<file path="config.mk">
export PLATFORM = sky130hd
export DESIGN_NAME = bounded_fifo_with_stats
export DESIGN_NICKNAME = d
export VERILOG_FILES = /design/src/rtl/bfs_pkg.sv /design/src/rtl/bfs_cell.sv /design/src/rtl/bfs_stats.sv /design/src/rtl/bounded_fifo_with_stats.sv
export SDC_FILE = /design/constraint.sdc
export NUM_CORES = 1
export LEC_CHECK = 0
export BUFFER_PORTS_ARGS = -buffer_cell sky130_fd_sc_hd__buf_4
export CAP_MARGIN = 20
export CORE_ASPECT_RATIO = 2
export CORE_MARGIN = 2
export CORE_UTILIZATION = 59
export CTS_CLUSTER_SIZE = 10
export DETAILED_ROUTE_END_ITERATION = 7
export PLACE_DENSITY = 0.8
export SLEW_MARGIN = 0
export SYNTH_ARGS = -nofsm -noshare
export SYNTH_HDL_FRONTEND = slang
export SYNTH_SLANG_ARGS = --single-unit
</file>
<file path="constraint.sdc">
create_clock -name clk_i -period 5.2 [get_ports clk_i]
set_input_delay 0.26 -clock clk_i [delete_from_list [all_inputs] [get_ports clk_i]]
set_output_delay 0.26 -clock clk_i [all_outputs]
set_load 0.005 [all_outputs]
</file>
<file path="src/rtl/bfs_pkg.sv">
// Shared types and constants for the bounded FIFO with statistics.
`default_nettype none
package bfs_pkg;

  localparam int unsigned ValW      = 32;
  localparam int unsigned CntW      = 64;
  localparam int unsigned CfgW      = 5;
  localparam int unsigned OccW      = 5;
  localparam int unsigned DefDepth  = 16;
  localparam logic [CfgW-1:0] CfgReset = 5'd16;

  typedef enum logic {
    CmdAdd = 1'b0,
    CmdGet = 1'b1
  } cmd_e;

  // per-beat control broadcast to every cell
  typedef struct packed {
    logic add;
    logic get;
  } cell_ctl_t;

  // per-beat events for the statistics counters
  typedef struct packed {
    logic add_try;
    logic get_try;
    logic add_ok;
    logic get_ok;
  } stat_ev_t;

endpackage
`default_nettype wire

</file>
<file path="src/rtl/bfs_cell.sv">
// One storage cell of the shifting queue: holds a value and its valid bit.
`default_nettype none
module bfs_cell
  import bfs_pkg::*;
(
  input  wire logic            clk_i,
  input  wire logic            rst_ni,
  input  wire cell_ctl_t       ctl_i,
  input  wire logic [ValW-1:0] value_i,
  input  wire logic            prev_valid_i,
  input  wire logic            next_valid_i,
  input  wire logic [ValW-1:0] next_data_i,
  output logic                 valid_o,
  output logic [ValW-1:0]      data_o
);

  logic            valid_q, valid_d;
  logic [ValW-1:0] data_q, data_d;
  logic            take;

  // first empty cell of the row catches the new value
  assign take = ctl_i.add && !valid_q && prev_valid_i;

  always_comb begin
    valid_d = valid_q;
    data_d  = data_q;
    if (ctl_i.get) begin
      valid_d = next_valid_i;
      data_d  = next_data_i;
    end else if (take) begin
      valid_d = 1'b1;
      data_d  = value_i;
    end
  end

  always_ff @(posedge clk_i or negedge rst_ni) begin
    if (!rst_ni) begin
      valid_q <= 1'b0;
    end else begin
      valid_q <= valid_d;
    end
  end

  always_ff @(posedge clk_i) begin
    data_q <= data_d;
  end

  assign valid_o = valid_q;
  assign data_o  = data_q;

endmodule
`default_nettype wire

</file>
<file path="src/rtl/bfs_stats.sv">
// Four wrapping 64-bit event counters.
`default_nettype none
module bfs_stats
  import bfs_pkg::*;
(
  input  wire logic        clk_i,
  input  wire logic        rst_ni,
  input  wire stat_ev_t    ev_i,
  output logic [CntW-1:0]  add_tries_o,
  output logic [CntW-1:0]  get_tries_o,
  output logic [CntW-1:0]  adds_done_o,
  output logic [CntW-1:0]  gets_done_o
);

  logic [CntW-1:0] add_try_q, get_try_q, add_ok_q, get_ok_q;

  always_ff @(posedge clk_i or negedge rst_ni) begin
    if (!rst_ni) begin
      add_try_q <= '0;
      get_try_q <= '0;
      add_ok_q  <= '0;
      get_ok_q  <= '0;
    end else begin
      if (ev_i.add_try) add_try_q <= add_try_q + CntW'(1);
      if (ev_i.get_try) get_try_q <= get_try_q + CntW'(1);
      if (ev_i.add_ok)  add_ok_q  <= add_ok_q + CntW'(1);
      if (ev_i.get_ok)  get_ok_q  <= get_ok_q + CntW'(1);
    end
  end

  assign add_tries_o = add_try_q;
  assign get_tries_o = get_try_q;
  assign adds_done_o = add_ok_q;
  assign gets_done_o = get_ok_q;

endmodule
`default_nettype wire

</file>
<file path="src/rtl/bounded_fifo_with_stats.sv">
// Top level of the bounded FIFO with statistics: cell row, fill count, counters.
// Bounded FIFO of signed 32-bit values built as a row of DEPTH cells; cell 0
// always holds the oldest value. An add drops the value into the first empty
// cell, a get hands every cell's content one place toward cell 0. Each input
// beat (add or get) yields exactly one result beat in the next cycle, carrying
// ok, the dequeued value (zero unless a get succeeded), the occupancy after the
// operation and four wrapping 64-bit counters. One beat is taken per clock:
// the result sits in an output register and a new beat is accepted whenever
// that register is empty or being drained in the same cycle, so throughput is
// limited only by the consumer. max_entries (reset 16) caps the occupancy; a
// value above DEPTH acts as DEPTH, and lowering it below the current occupancy
// only blocks adds. Write it only while the block is idle. No clearing pass
// after reset: stored values need no initialization.
`default_nettype none
module bounded_fifo_with_stats
  import bfs_pkg::*;
#(
  parameter int unsigned DEPTH = DefDepth
) (
  input  wire logic            clk_i,
  input  wire logic            rst_ni,
  input  wire logic            cfg_we_i,
  input  wire logic [CfgW-1:0] cfg_wdata_i,
  input  wire logic            in_valid_i,
  output logic                 in_ready_o,
  input  wire logic            cmd_i,
  input  wire logic [ValW-1:0] value_in_i,
  output logic                 out_valid_o,
  input  wire logic            out_ready_i,
  output logic                 ok_o,
  output logic [ValW-1:0]      value_out_o,
  output logic [OccW-1:0]      occupancy_o,
  output logic [CntW-1:0]      add_tries_o,
  output logic [CntW-1:0]      get_tries_o,
  output logic [CntW-1:0]      adds_done_o,
  output logic [CntW-1:0]      gets_done_o
);

  logic [CfgW-1:0] max_q;
  logic [CfgW-1:0] limit;
  logic [OccW-1:0] fill_q, fill_d;
  logic            out_valid_q;
  logic            ok_q, ok_d;
  logic [ValW-1:0] vout_q, vout_d;
  logic            in_fire, is_get, add_ok, get_ok;
  cell_ctl_t       ctl;
  stat_ev_t        ev;

  logic [DEPTH:0]  cell_valid;
  logic [ValW-1:0] cell_data [DEPTH+1];

  assign limit = (32'(max_q) > 32'(DEPTH)) ? CfgW'(DEPTH) : max_q;

  assign in_ready_o = !out_valid_q || out_ready_i;
  assign in_fire    = in_valid_i && in_ready_o;
  assign is_get     = (cmd_i == CmdGet);
  assign add_ok     = in_fire && !is_get && (32'(fill_q) < 32'(limit));
  assign get_ok     = in_fire && is_get && (fill_q != '0);

  assign ctl.add = add_ok;
  assign ctl.get = get_ok;

  assign ev.add_try = in_fire && !is_get;
  assign ev.get_try = in_fire && is_get;
  assign ev.add_ok  = add_ok;
  assign ev.get_ok  = get_ok;

  // sentinel past the last cell: empty
  assign cell_valid[DEPTH] = 1'b0;
  assign cell_data[DEPTH]  = '0;

  for (genvar i = 0; i < DEPTH; i++) begin : g_cell
    logic prev_valid;
    if (i == 0) begin : g_first
      assign prev_valid = 1'b1;
    end else begin : g_rest
      assign prev_valid = cell_valid[i-1];
    end

    bfs_cell u_cell (
      .clk_i        (clk_i),
      .rst_ni       (rst_ni),
      .ctl_i        (ctl),
      .value_i      (value_in_i),
      .prev_valid_i (prev_valid),
      .next_valid_i (cell_valid[i+1]),
      .next_data_i  (cell_data[i+1]),
      .valid_o      (cell_valid[i]),
      .data_o       (cell_data[i])
    );
  end

  bfs_stats u_stats (
    .clk_i       (clk_i),
    .rst_ni      (rst_ni),
    .ev_i        (ev),
    .add_tries_o (add_tries_o),
    .get_tries_o (get_tries_o),
    .adds_done_o (adds_done_o),
    .gets_done_o (gets_done_o)
  );

  always_comb begin
    fill_d = fill_q;
    if (add_ok) begin
      fill_d = fill_q + OccW'(1);
    end else if (get_ok) begin
      fill_d = fill_q - OccW'(1);
    end
    ok_d   = add_ok || get_ok;
    vout_d = get_ok ? cell_data[0] : '0;
  end

  always_ff @(posedge clk_i or negedge rst_ni) begin
    if (!rst_ni) begin
      max_q       <= CfgReset;
      fill_q      <= '0;
      out_valid_q <= 1'b0;
    end else begin
      if (cfg_we_i) max_q <= cfg_wdata_i;
      fill_q <= fill_d;
      if (in_fire) begin
        out_valid_q <= 1'b1;
      end else if (out_ready_i) begin
        out_valid_q <= 1'b0;
      end
    end
  end

  always_ff @(posedge clk_i) begin
    if (in_fire) begin
      ok_q   <= ok_d;
      vout_q <= vout_d;
    end
  end

  // counters and fill only move on an accepted beat, which also reloads the
  // output register, so they can be shown directly
  assign out_valid_o = out_valid_q;
  assign ok_o        = ok_q;
  assign value_out_o = vout_q;
  assign occupancy_o = fill_q;

  a_fill_bound: assert property (@(posedge clk_i) disable iff (!rst_ni)
    32'(fill_q) <= 32'(DEPTH))
    else $error("fill count exceeds depth");

  a_head_valid: assert property (@(posedge clk_i) disable iff (!rst_ni)
    cell_valid[0] == (fill_q != '0))
    else $error("head cell valid disagrees with fill count");

  a_fill_balance: assert property (@(posedge clk_i) disable iff (!rst_ni)
    OccW'(adds_done_o[OccW-1:0] - gets_done_o[OccW-1:0]) == fill_q)
    else $error("success counters disagree with fill count");

  a_empty_get: assert property (@(posedge clk_i) disable iff (!rst_ni)
    (in_fire && is_get && fill_q == '0) |=> (!ok_q && vout_q == '0))
    else $error("get on empty queue reported success");

endmodule
`default_nettype wire

</file>
==> results of run 1 <==
## per-stage QoR
| stage | setup slack [ns] | cell area [sq um] |
|---|---|---|
| 3_5_place_dp | 1.09 | 37900 |
| 6_report | 1.42 | 41000 |
| 5_1_grt | 1.15 | 41000 |
| 2_1_floorplan | 0.403 | 34700 |
| 4_1_cts | 1.10 | 40900 |
| 3_3_place_gp | 1.17 | 37900 |
## registers in the layout (all words and copies together) (netlist names)
name and flops:
u_stats.adds_done_o 64, out_valid_o 1, ok_o 1, value_out_o 32, occupancy_o 5, u_stats.gets_done_o 64
max_q 5, g_cell.u_cell.data_o 512, u_stats.add_tries_o 64, g_cell.u_cell.valid_o 16, u_stats.get_tries_o 64
## synthesized netlist by cell type (3+ instances only)
| library cell | count | share of area |
|---|---|---|
| buf_6 | 8 | 0.0026 |
| a21o_1 | 453 | 0.098 |
| or3_1 | 7 | 0.0013 |
| nand3_2 | 28 | 0.0081 |
| and2_1 | 9 | 0.0016 |
| a21oi_1 | 20 | 0.0029 |
| buf_1 | 8 | 0.00087 |
| nor3_2 | 3 | 0.00087 |
| dfxtp_1 | 32 | 0.018 |
| buf_2 | 71 | 0.010 |
| o21ai_2 | 32 | 0.0081 |
| nor3_1 | 90 | 0.013 |
| nand2_1 | 192 | 0.021 |
| nand4_1 | 83 | 0.015 |
| o21ai_0 | 17 | 0.0025 |
| edfxtp_1 | 513 | 0.44 |
| xor2_1 | 140 | 0.035 |
| nor4_2 | 6 | 0.0022 |
| clkbuf_1 | 52 | 0.0056 |
| dfrtp_1 | 282 | 0.20 |
| mux2_2 | 7 | 0.0023 |
| xnor2_1 | 116 | 0.029 |
| inv_1 | 72 | 0.0078 |
| and3_1 | 61 | 0.011 |
| nor2_1 | 129 | 0.014 |
| and4_1 | 7 | 0.0018 |
| ha_1 | 11 | 0.0040 |
| nand3_1 | 101 | 0.015 |
| nor4_1 | 57 | 0.010 |
## power groups by stage
stage          registers, uW  clock network [uW]  logic [uW]
2_1_floorplan           8130                   0        1050
3_3_place_gp            8200                   0        1670
3_5_place_dp            8240                   0        1740
4_1_cts                 8120                5830        1780
5_1_grt                 8180                6090        1940
6_report                8120                5760        1780
## worst max-delay path: cells and delay by family (launching register included)
family,cells,cell delay (ns)
buf+inv,2,0.82
flops,1,0.37
compound gates,1,0.26
simple gates,4,2.04
## layer usage
layer | vias up | GRT usage | routed length, um
met5 | - | 0 | 0
met2 | 933 | 0.499 | 44800
met4 | 0 | 0.127 | 3510
met3 | 196 | 0.0537 | 6200
li1 | 10300 | - | -
met1 | 11500 | 0.325 | 30800
## logic make-up (layout without fill, tap and decap cells)
logic type / Yosys count / after routing / synth area share
AOI/OAI and AO/OA: 524 / 524 / 0.112
xor gates and xnor gates: 256 / 256 / 0.0647
adders and majority gates: 12 / 12 / 0.00455
buffers and inverters: 212 / 649 / 0.0274
DFF: 828 / 828 / 0.667
muxes: 8 / 8 / 0.00256
and+or+nand+nor: 795 / 795 / 0.121
## final cells by class
class	count	area, sq um	area share
clock buffer	148	2510	0.0612
clock inverter	5	66.3	0.00162
inverter	72	270	0.00659
multi-input combinational	1595	10800	0.263
sequential	828	23100	0.564
tap	762	953	0.0232
timing repair buffer	424	3320	0.0809
## worst max-delay path by stage
stage          cells after the start                     endpoint         from
5_1_grt                            7  g_cell[6].u_cell.data_o[21]  out_valid_o
3_3_place_gp                       8  g_cell[7].u_cell.data_o[23]     max_q[4]
3_5_place_dp                       8  g_cell[7].u_cell.data_o[23]     max_q[4]
4_1_cts                            8  g_cell[7].u_cell.data_o[31]     max_q[4]
6_report                           7  g_cell[6].u_cell.data_o[21]  out_valid_o
2_1_floorplan                      8  g_cell[10].u_cell.data_o[0]     max_q[4]
## cell usage in the layout (no fill, tap or decap), types with 38 or more instances in the layout
cell           netlist  layout
xnor2_1            116     116
nand4_1             83      83
and3_1              61      61
edfxtp_1           513     513
nor4_1              57      57
inv_1               72      72
xor2_1             140     140
dlygate4sd3_1        0      38
buf_4                1     381
nand3_1            101     101
nor2_1             129     128
a21o_1             453     453
dfrtp_1            282     282
clkbuf_1            52      56
clkbuf_16            0      92
nor3_1              90      90
nand2_1            192     190
==> impl_metrics.py, run 1 <==
metrics = {
    "placement": {
        "io_buffers": 338,
        "dp_hpwl_um": 57200,
        "gp_congestion": 0.897,
        "dpl.cell_count": 3629,
    },
    "setup_path": {
        "r2r.worst_path.cells": 7,
        "crit_fanout": 93,
        "worstSetupEndpointType": "flip-flop",
        "cp_cell_sequence": "nor2b_2 > buf_4 > nor2_4 > and2_4 > buf_4 > nor2_1 > a21o_1",
        "cpPeakStageDelay_ns": 0.98,
        "criticalPathCategory": "flip-flop to flip-flop",
        "crit_path_start_kind": "flip-flop",
        "cp_slowest_cell": "and2_4",
        "cp.required_ns": 5.59,
        "crit_path_frequent_cell": "buf_4",
        "reg2reg_slack_ns": 1.42,
        "reg2reg_to": "g_cell[6].u_cell.data_o[21]",
        "reg2reg_from": "out_valid_o",
        "arrival_ns": 4.17,
    },
    "synthesis": {
        "yosysWarnings": 0,
        "synth-seq-cells": 828,
        "netlist_instances": 2635,
        "synthesis.area_sq_mm": 0.0347,
        "yosysSeqAreaShare": 0.667,
        "syn_area_per_cell_sq_um": 13.2,
        "synth_ff_type": "edfxtp_1",
        "synth_nets": 2690,
        "synth_edf_count": 513,
        "yosys.cell_types.count": 53,
        "synthArstFlopShare": 0.342,
    },
    "power_and_ir_drop": {
        "pwr-share-seq": 0.519,
        "power.density_mw_per_mm2": 382,
        "peakVddDrop_mv": 0.336,
        "intPower_uw": 11700,
        "p_leak_uw": 0.0188,
        "share_comb_of_total_power": 0.114,
        "clockPowerShare": 0.368,
        "p_switching_uw": 3940,
        "p_sw_frac": 0.252,
        "p_total_uw": 15700,
    },
    "cts": {
        "cts_buffer_depth": 3,
        "cts-hold-fix-buffers": 38,
        "clock_sink_count": 828,
        "htree_levels": 3,
        "cts_resized": 0,
        "root_buffer": "clkbuf_16",
        "postCtsSetupBuffers": 0,
        "path_clk_slew_ns": 0.06,
        "insertion_delay_ns": 0.63,
        "cts_tree": "done",
        "numCtsBuffers": 92,
    },
    "timing": {
        "fin_crit_ns": 3.78,
        "setup_violations": 0,
        "hold_viol": 0,
        "final_max_slew_viol_count": 0,
        "slew-limit-headroom": 0.264,
        "whs_ns": 0.192,
        "setup_tns_ns": 0,
        "fmax_ghz": 0.264,
        "rsz0062_at_grt": "false",
        "min_period_over_period": 0.727,
        "tightest_slew_ns": 1.10,
        "finClkSkew_ns": 0.0177,
    },
    "min_path": {
        "min-delay-start": "out_ready_i",
        "min_path_type": "input port to flip-flop",
        "hold_depth": 5,
        "timing.hold.worst_endpoint": "out_valid_o",
    },
    "floorplanning": {
        "rows": 125,
        "die_height_um": 347,
        "dieWidth_um": 175,
        "coreArea_sq_mm": 0.0580,
        "dieArea_sq_mm": 0.0608,
        "floorplan.initialDensity": 0.597,
        "num_io_pins": 339,
    },
    "route": {
        "drc": 0,
        "drt_iter0_markers": 1661,
        "firstDrtPassIters": 5,
        "routedWlPerCell_um": 22.2,
        "viasPerCell": 5.99,
        "totalWireLength_um": 85300,
        "ant_nets": 0,
        "vias": 23000,
    },
    "cells_and_area": {
        "drive_gt1_frac": 0.193,
        "nets": 3068,
        "diodes": 0,
        "final_core_util": 0.707,
        "final_cells": 3834,
        "area_growth_pct": 18.4,
        "nFillCells": 3946,
    },
    "global_routing": {
        "grt_overflow": 0,
        "antenna_found_initial": 0,
        "grt_first_pass_wirelength_um": 132000,
        "grt_use_total": 0.280,
        "first_global_vias": 23500,
        "grt_max_degree": 132,
    },
    "flow_run": {
        "max_cap_violations": 0,
    },
    "run_status": {
        "status": "finished clean",
    },
}
Note: power is estimated with default switching activity, not from simulation.
==> inputs of run 2 (changes only) <==
Clock period 5.2 ns to 3.9 ns, I/O delays scaled along.
==> run 2 against run 1 <==
  * Worst setup slack got worse by 0.73 ns
  * Maximum frequency up 18%
  * Register-to-register slack worse by 0.73 ns
  * Global-route usage is 2.0 points lower
  * Critical path depth up 4
  * Total power rose by 33%
  * Largest power group unchanged
==> impl_metrics.py, run 2 (synthesis results as in run 1) <==
metrics = {
    "placement": {
        "gp_congestion": 0.902,
        "dp_hpwl_um": 55500,
        "preCtsSetupSlack_ns": 0.669,
        "io_buffers": 338,
    },
    "route": {
        "drc": 0,
        "viasPerCell": 5.89,
        "firstDrtPassIters": 5,
        "ant_nets": 0,
        "totalWireLength_um": 79500,
        "routedWlPerCell_um": 20.6,
        "vias": 22700,
        "drt_iter0_markers": 1618,
    },
    "power_and_ir_drop": {
        "p_leak_uw": 0.0189,
        "p_switching_uw": 5130,
        "p_total_uw": 20800,
        "peakVddDrop_mv": 0.315,
        "intPower_uw": 15700,
        "p_sw_frac": 0.246,
        "clockPowerShare": 0.370,
        "pwr-share-seq": 0.518,
        "share_comb_of_total_power": 0.111,
        "power.density_mw_per_mm2": 505,
    },
    "global_routing": {
        "antenna_found_initial": 0,
        "grt_use_total": 0.261,
        "grt_overflow": 0,
        "grt_max_degree": 120,
        "first_global_vias": 23200,
        "grt_first_pass_wirelength_um": 125000,
    },
    "flow_run": {
        "max_cap_violations": 0,
    },
    "timing": {
        "final_max_slew_viol_count": 0,
        "fmax_ghz": 0.311,
        "min_period_over_period": 0.825,
        "setup_violations": 0,
        "setup_tns_ns": 0,
        "finClkSkew_ns": 0.0263,
        "rsz0062_at_grt": "false",
        "tightest_slew_ns": 1.05,
        "fin_crit_ns": 3.22,
        "slew-limit-headroom": 0.295,
        "hold_viol": 0,
        "setup_slack_ns": 0.684,
        "whs_ns": 0.183,
    },
    "cts": {
        "clock_sink_count": 828,
        "cts_tree": "done",
        "path_clk_slew_ns": 0.06,
        "insertion_delay_ns": 0.63,
        "htree_levels": 3,
        "numCtsBuffers": 92,
        "postCtsSetupBuffers": 0,
        "root_buffer": "clkbuf_16",
        "cts_buffer_depth": 3,
    },
    "setup_path": {
        "criticalPathCategory": "flip-flop to flip-flop",
        "cp_cell_sequence": "inv_1 > ha_1 > nand4_1 > o22ai_2 > nor2_1 > inv_1 > ha_1 > a21o_1 > a21oi_1 > mux2i_1 > xnor2_1",
        "cp_top_family": "compound AO/OA/AOI/OAI gates",
        "cp.required_ns": 4.46,
        "arrival_ns": 3.77,
        "crit_fanout": 9,
        "crit_path_start_kind": "flip-flop",
        "cp.buffers_inverters": 2,
        "worstSetupEndpointType": "flip-flop",
        "cpPeakStageDelay_ns": 0.53,
        "cp_slowest_cell": "o22ai_2",
    },
    "cells_and_area": {
        "largest_register_ffs": 512,
        "diodes": 0,
        "final_cell_mix": "edfxtp_1 (513), a21o_1 (453), buf_4 (400)",
        "final_common_cell": "edfxtp_1",
        "nFillCells": 3868,
        "area_growth_pct": 19.1,
        "nets": 3091,
        "drive_gt1_frac": 0.199,
    },
    "floorplanning": {
        "dieArea_sq_mm": 0.0608,
        "coreArea_sq_mm": 0.0580,
        "rows": 125,
        "num_io_pins": 339,
        "dieWidth_um": 175,
        "floorplan.initialDensity": 0.597,
        "die_height_um": 347,
    },
    "min_path": {
        "min_path_type": "input port to flip-flop",
    },
    "run_status": {
        "status": "finished clean",
    },
}
[run 2: cell types whose count changed in the layout (fill, tap and decap cells not counted), sizes merged]
cell	change
buf	+22
clkinv	-1
clkbuf	+5
[run 2: tightest hold or removal path, stage by stage]
cell and delay, ns:
buf_4 0.10, nor2b_2 0.07, buf_4 0.21, inv_1 0.11, nand2b_1 0.07
[run 2: cell type report]
type	count	area (sq um)	share of cell area
clock buffers	152	2560	0.0620
flip-flops and latches	828	23100	0.561
well taps	762	953	0.0231
repair buffers	447	3520	0.0852
inverters	72	270	0.00655
multi-input cells	1595	10800	0.261
clock inverters	4	61.3	0.00149
[run 2: repair_timing]
item                      4_1_cts  5_1_grt
hold endpoints to repair      149        0
hold buffers                   38        0
resized for setup               0        0
[run 2: power by group through the flow]
stage / Combinational (uW) / Clock (uW) / Sequential (uW)
3_5_place_dp: 2270 / 0 / 11000
4_1_cts: 2320 / 7840 / 10800
6_report: 2320 / 7710 / 10800
2_1_floorplan: 1410 / 0 / 10800
3_3_place_gp: 2150 / 0 / 10900
5_1_grt: 2550 / 8180 / 10900
[run 2: per-layer routing]
layer,vias to the layer above,track usage,wire length [um]
li1,10400,-,-
met1,11400,0.296,28500
met2,794,0.469,42000
met3,203,0.0507,5430
met4,0,0.119,3550
met5,-,0,0
[run 2: path summary, 6_finish.rpt]
check | start | to | slack (ns) | cells past startpoint
setup / recovery | max_q[4] | occupancy_o[4] | 0.68 | 11
hold / removal | out_ready_i | out_valid_o | 0.18 | 5
setup reg to reg | max_q[4] | occupancy_o[4] | 0.68 | 11
hold reg to reg | g_cell[15].u_cell.data_o[24] | g_cell[15].u_cell.data_o[24] | 0.46 | 2
max in group asynchronous | rst_ni | u_stats.add_tries_o[30] | 2.57 | 3
min in group asynchronous | rst_ni | u_stats.gets_done_o[56] | 0.20 | 2
[run 2: stage by stage]
stage / utilization / area [sq um] / std cells
after global routing: 0.711 / 41300 / 3860
after global placement: 0.656 / 38100 / 3642
after CTS: 0.708 / 41100 / 3837
after detailed placement: 0.656 / 38100 / 3643
after floorplan: - / 34700 / 2635
final: 0.711 / 41300 / 3860
==> inputs of run 3 (changes only) <==
Clock period 3.9 ns to 3.3 ns, I/O delays scaled along.
==> run 3 against run 2 <==
  * Maximum frequency rose by 4.2%
  * Sequential power rose by 19%
  * Routed wire length fell by 1.4%
  * First-iteration DRC count rose by 1.3%
  * Highest routed layer unchanged
  * Clock skew barely moved
==> impl_metrics.py, run 3 (synthesis results as in run 1) <==
metrics = {
    "floorplanning": {
        "coreArea_sq_mm": 0.0580,
        "dieArea_sq_mm": 0.0608,
        "die_height_um": 347,
        "num_io_pins": 339,
        "floorplan.initialDensity": 0.597,
        "rows": 125,
        "dieWidth_um": 175,
    },
    "timing": {
        "slew-limit-headroom": 0.270,
        "hold_viol": 0,
        "finClkSkew_ns": 0.0260,
        "tightest_slew_ns": 1.09,
        "fin_crit_ns": 3.09,
        "fmax_ghz": 0.324,
        "final_max_slew_viol_count": 0,
        "setup_violations": 0,
        "min_period_over_period": 0.935,
        "rsz0062_at_grt": "false",
    },
    "global_routing": {
        "antenna_found_initial": 0,
        "first_global_vias": 23100,
        "grt_max_degree": 99,
        "grt_use_total": 0.256,
        "grt_overflow": 0,
        "grt_first_pass_wirelength_um": 124000,
    },
    "cts": {
        "cts_buffer_depth": 3,
        "clock_sink_count": 828,
        "insertion_delay_ns": 0.64,
        "numCtsBuffers": 92,
        "postCtsSetupBuffers": 0,
        "path_clk_slew_ns": 0.06,
        "htree_levels": 3,
        "root_buffer": "clkbuf_16",
        "cts_tree": "done",
    },
    "setup_path": {
        "crit_fanout": 7,
        "r2r.worst_path.cells": 11,
        "crit_path_start_kind": "flip-flop",
        "criticalPathCategory": "flip-flop to flip-flop",
        "reg2reg_from": "max_q[4]",
        "arrival_ns": 3.63,
        "reg2reg_to": "occupancy_o[4]",
        "reg2reg_slack_ns": 0.21,
        "worstSetupEndpointType": "flip-flop",
        "cp.required_ns": 3.85,
    },
    "route": {
        "vias": 22700,
        "ant_nets": 0,
        "viasPerCell": 5.86,
        "drc": 0,
        "routedWlPerCell_um": 20.3,
        "drt_iter0_markers": 1639,
        "totalWireLength_um": 78400,
        "firstDrtPassIters": 5,
    },
    "cells_and_area": {
        "fin_area_sq_mm": 0.0415,
        "diodes": 0,
        "nFillCells": 3849,
        "final_common_cell": "edfxtp_1",
        "final_cells": 3866,
        "largest_register_ffs": 512,
        "final_cell_mix": "edfxtp_1 (513), a21o_1 (453), buf_4 (395)",
        "area_growth_pct": 19.8,
        "final_core_util": 0.715,
        "nets": 3099,
        "drive_gt1_frac": 0.202,
    },
    "power_and_ir_drop": {
        "peakVddDrop_mv": 0.596,
        "p_leak_uw": 0.0190,
        "power.density_mw_per_mm2": 596,
    },
    "placement": {
        "dp_hpwl_um": 55000,
        "placedInstanceArea_sq_mm": 0.0383,
        "gp_congestion": 0.915,
        "dpl.cell_count": 3652,
        "io_buffers": 338,
    },
    "min_path": {
        "min_path_type": "input port to async pin",
    },
    "flow_run": {
        "max_cap_violations": 0,
    },
    "run_status": {
        "status": "finished clean",
    },
}
-- run 3: cell types whose count changed in the layout (fill, tap and decap cells not counted), moves of 2 or more --
cell,before,now
clkbuf_1,58,54
buf_12,3,17
buf_4,400,395
clkbuf_8,2,0
-- run 3: cell type report --
cell class              count  area (sq um)  share of cell area
flip-flops and latches    828         23100               0.557
repair buffers            455          3750              0.0902
clock buffers             147          2530              0.0609
inverters                  72           270             0.00651
well taps                 762           953              0.0230
clock inverters             7           111             0.00268
multi-input cells        1595         10800               0.260
-- run 3: metrics by stage --
stage                     hold slack [ns]  setup TNS [ns]  power (uW)  setup WS [ns]
after floorplan                    -0.131          -34.74       14500         -0.543
after global placement              0.227               0       15500          0.315
after detailed placement            0.231               0       15700          0.126
after CTS                           0.121               0       25000         0.0872
after global routing                0.191               0       25700         0.0828
final                              0.0970               0       24800          0.214
-- run 3: how the worst max path moves through the flow --
stage / from / end / slack [ns] / cells past startpoint
final: max_q[4] / occupancy_o[4] / 0.21 / 11
after global routing: max_q[4] / occupancy_o[4] / 0.08 / 11
after CTS: max_q[4] / occupancy_o[4] / 0.09 / 11
after detailed placement: max_q[4] / occupancy_o[4] / 0.13 / 11
after global placement: max_q[4] / occupancy_o[4] / 0.31 / 11
after floorplan: max_q[4] / g_cell[1].u_cell.data_o[0] / -0.54 / 8
-- run 3: timing repair --
action	in CTS	in global routing
hold buffers	38	0
hold endpoints to repair	127	0
resized for setup	0	2
setup endpoints to repair	0	1
-- run 3: worst max-delay path: stages (launching register included) --
cell and delay (ns):
dfstp_2 0.53, inv_1 0.08, ha_1 0.33, a21o_1 0.21
or3_4 0.37, nor2_2 0.20, inv_2 0.12, ha_1 0.34
a21o_1 0.19, a21oi_1 0.21, mux2i_1 0.26, xnor2_1 0.15
-- run 3: where the power goes --
group	internal [uW]	switching (uW)
clock	5230	3900
combinational	1220	1640
sequential	12200	618
total	18600	6160
-- run 3: layer usage --
| layer | up-vias | track usage | routed length, um |
|---|---|---|---|
| met5 | - | 0 | 0 |
| met4 | 0 | 0.111 | 2920 |
| met3 | 176 | 0.0459 | 4840 |
| met2 | 750 | 0.458 | 41400 |
| met1 | 11400 | 0.301 | 29200 |
| li1 | 10400 | - | - |
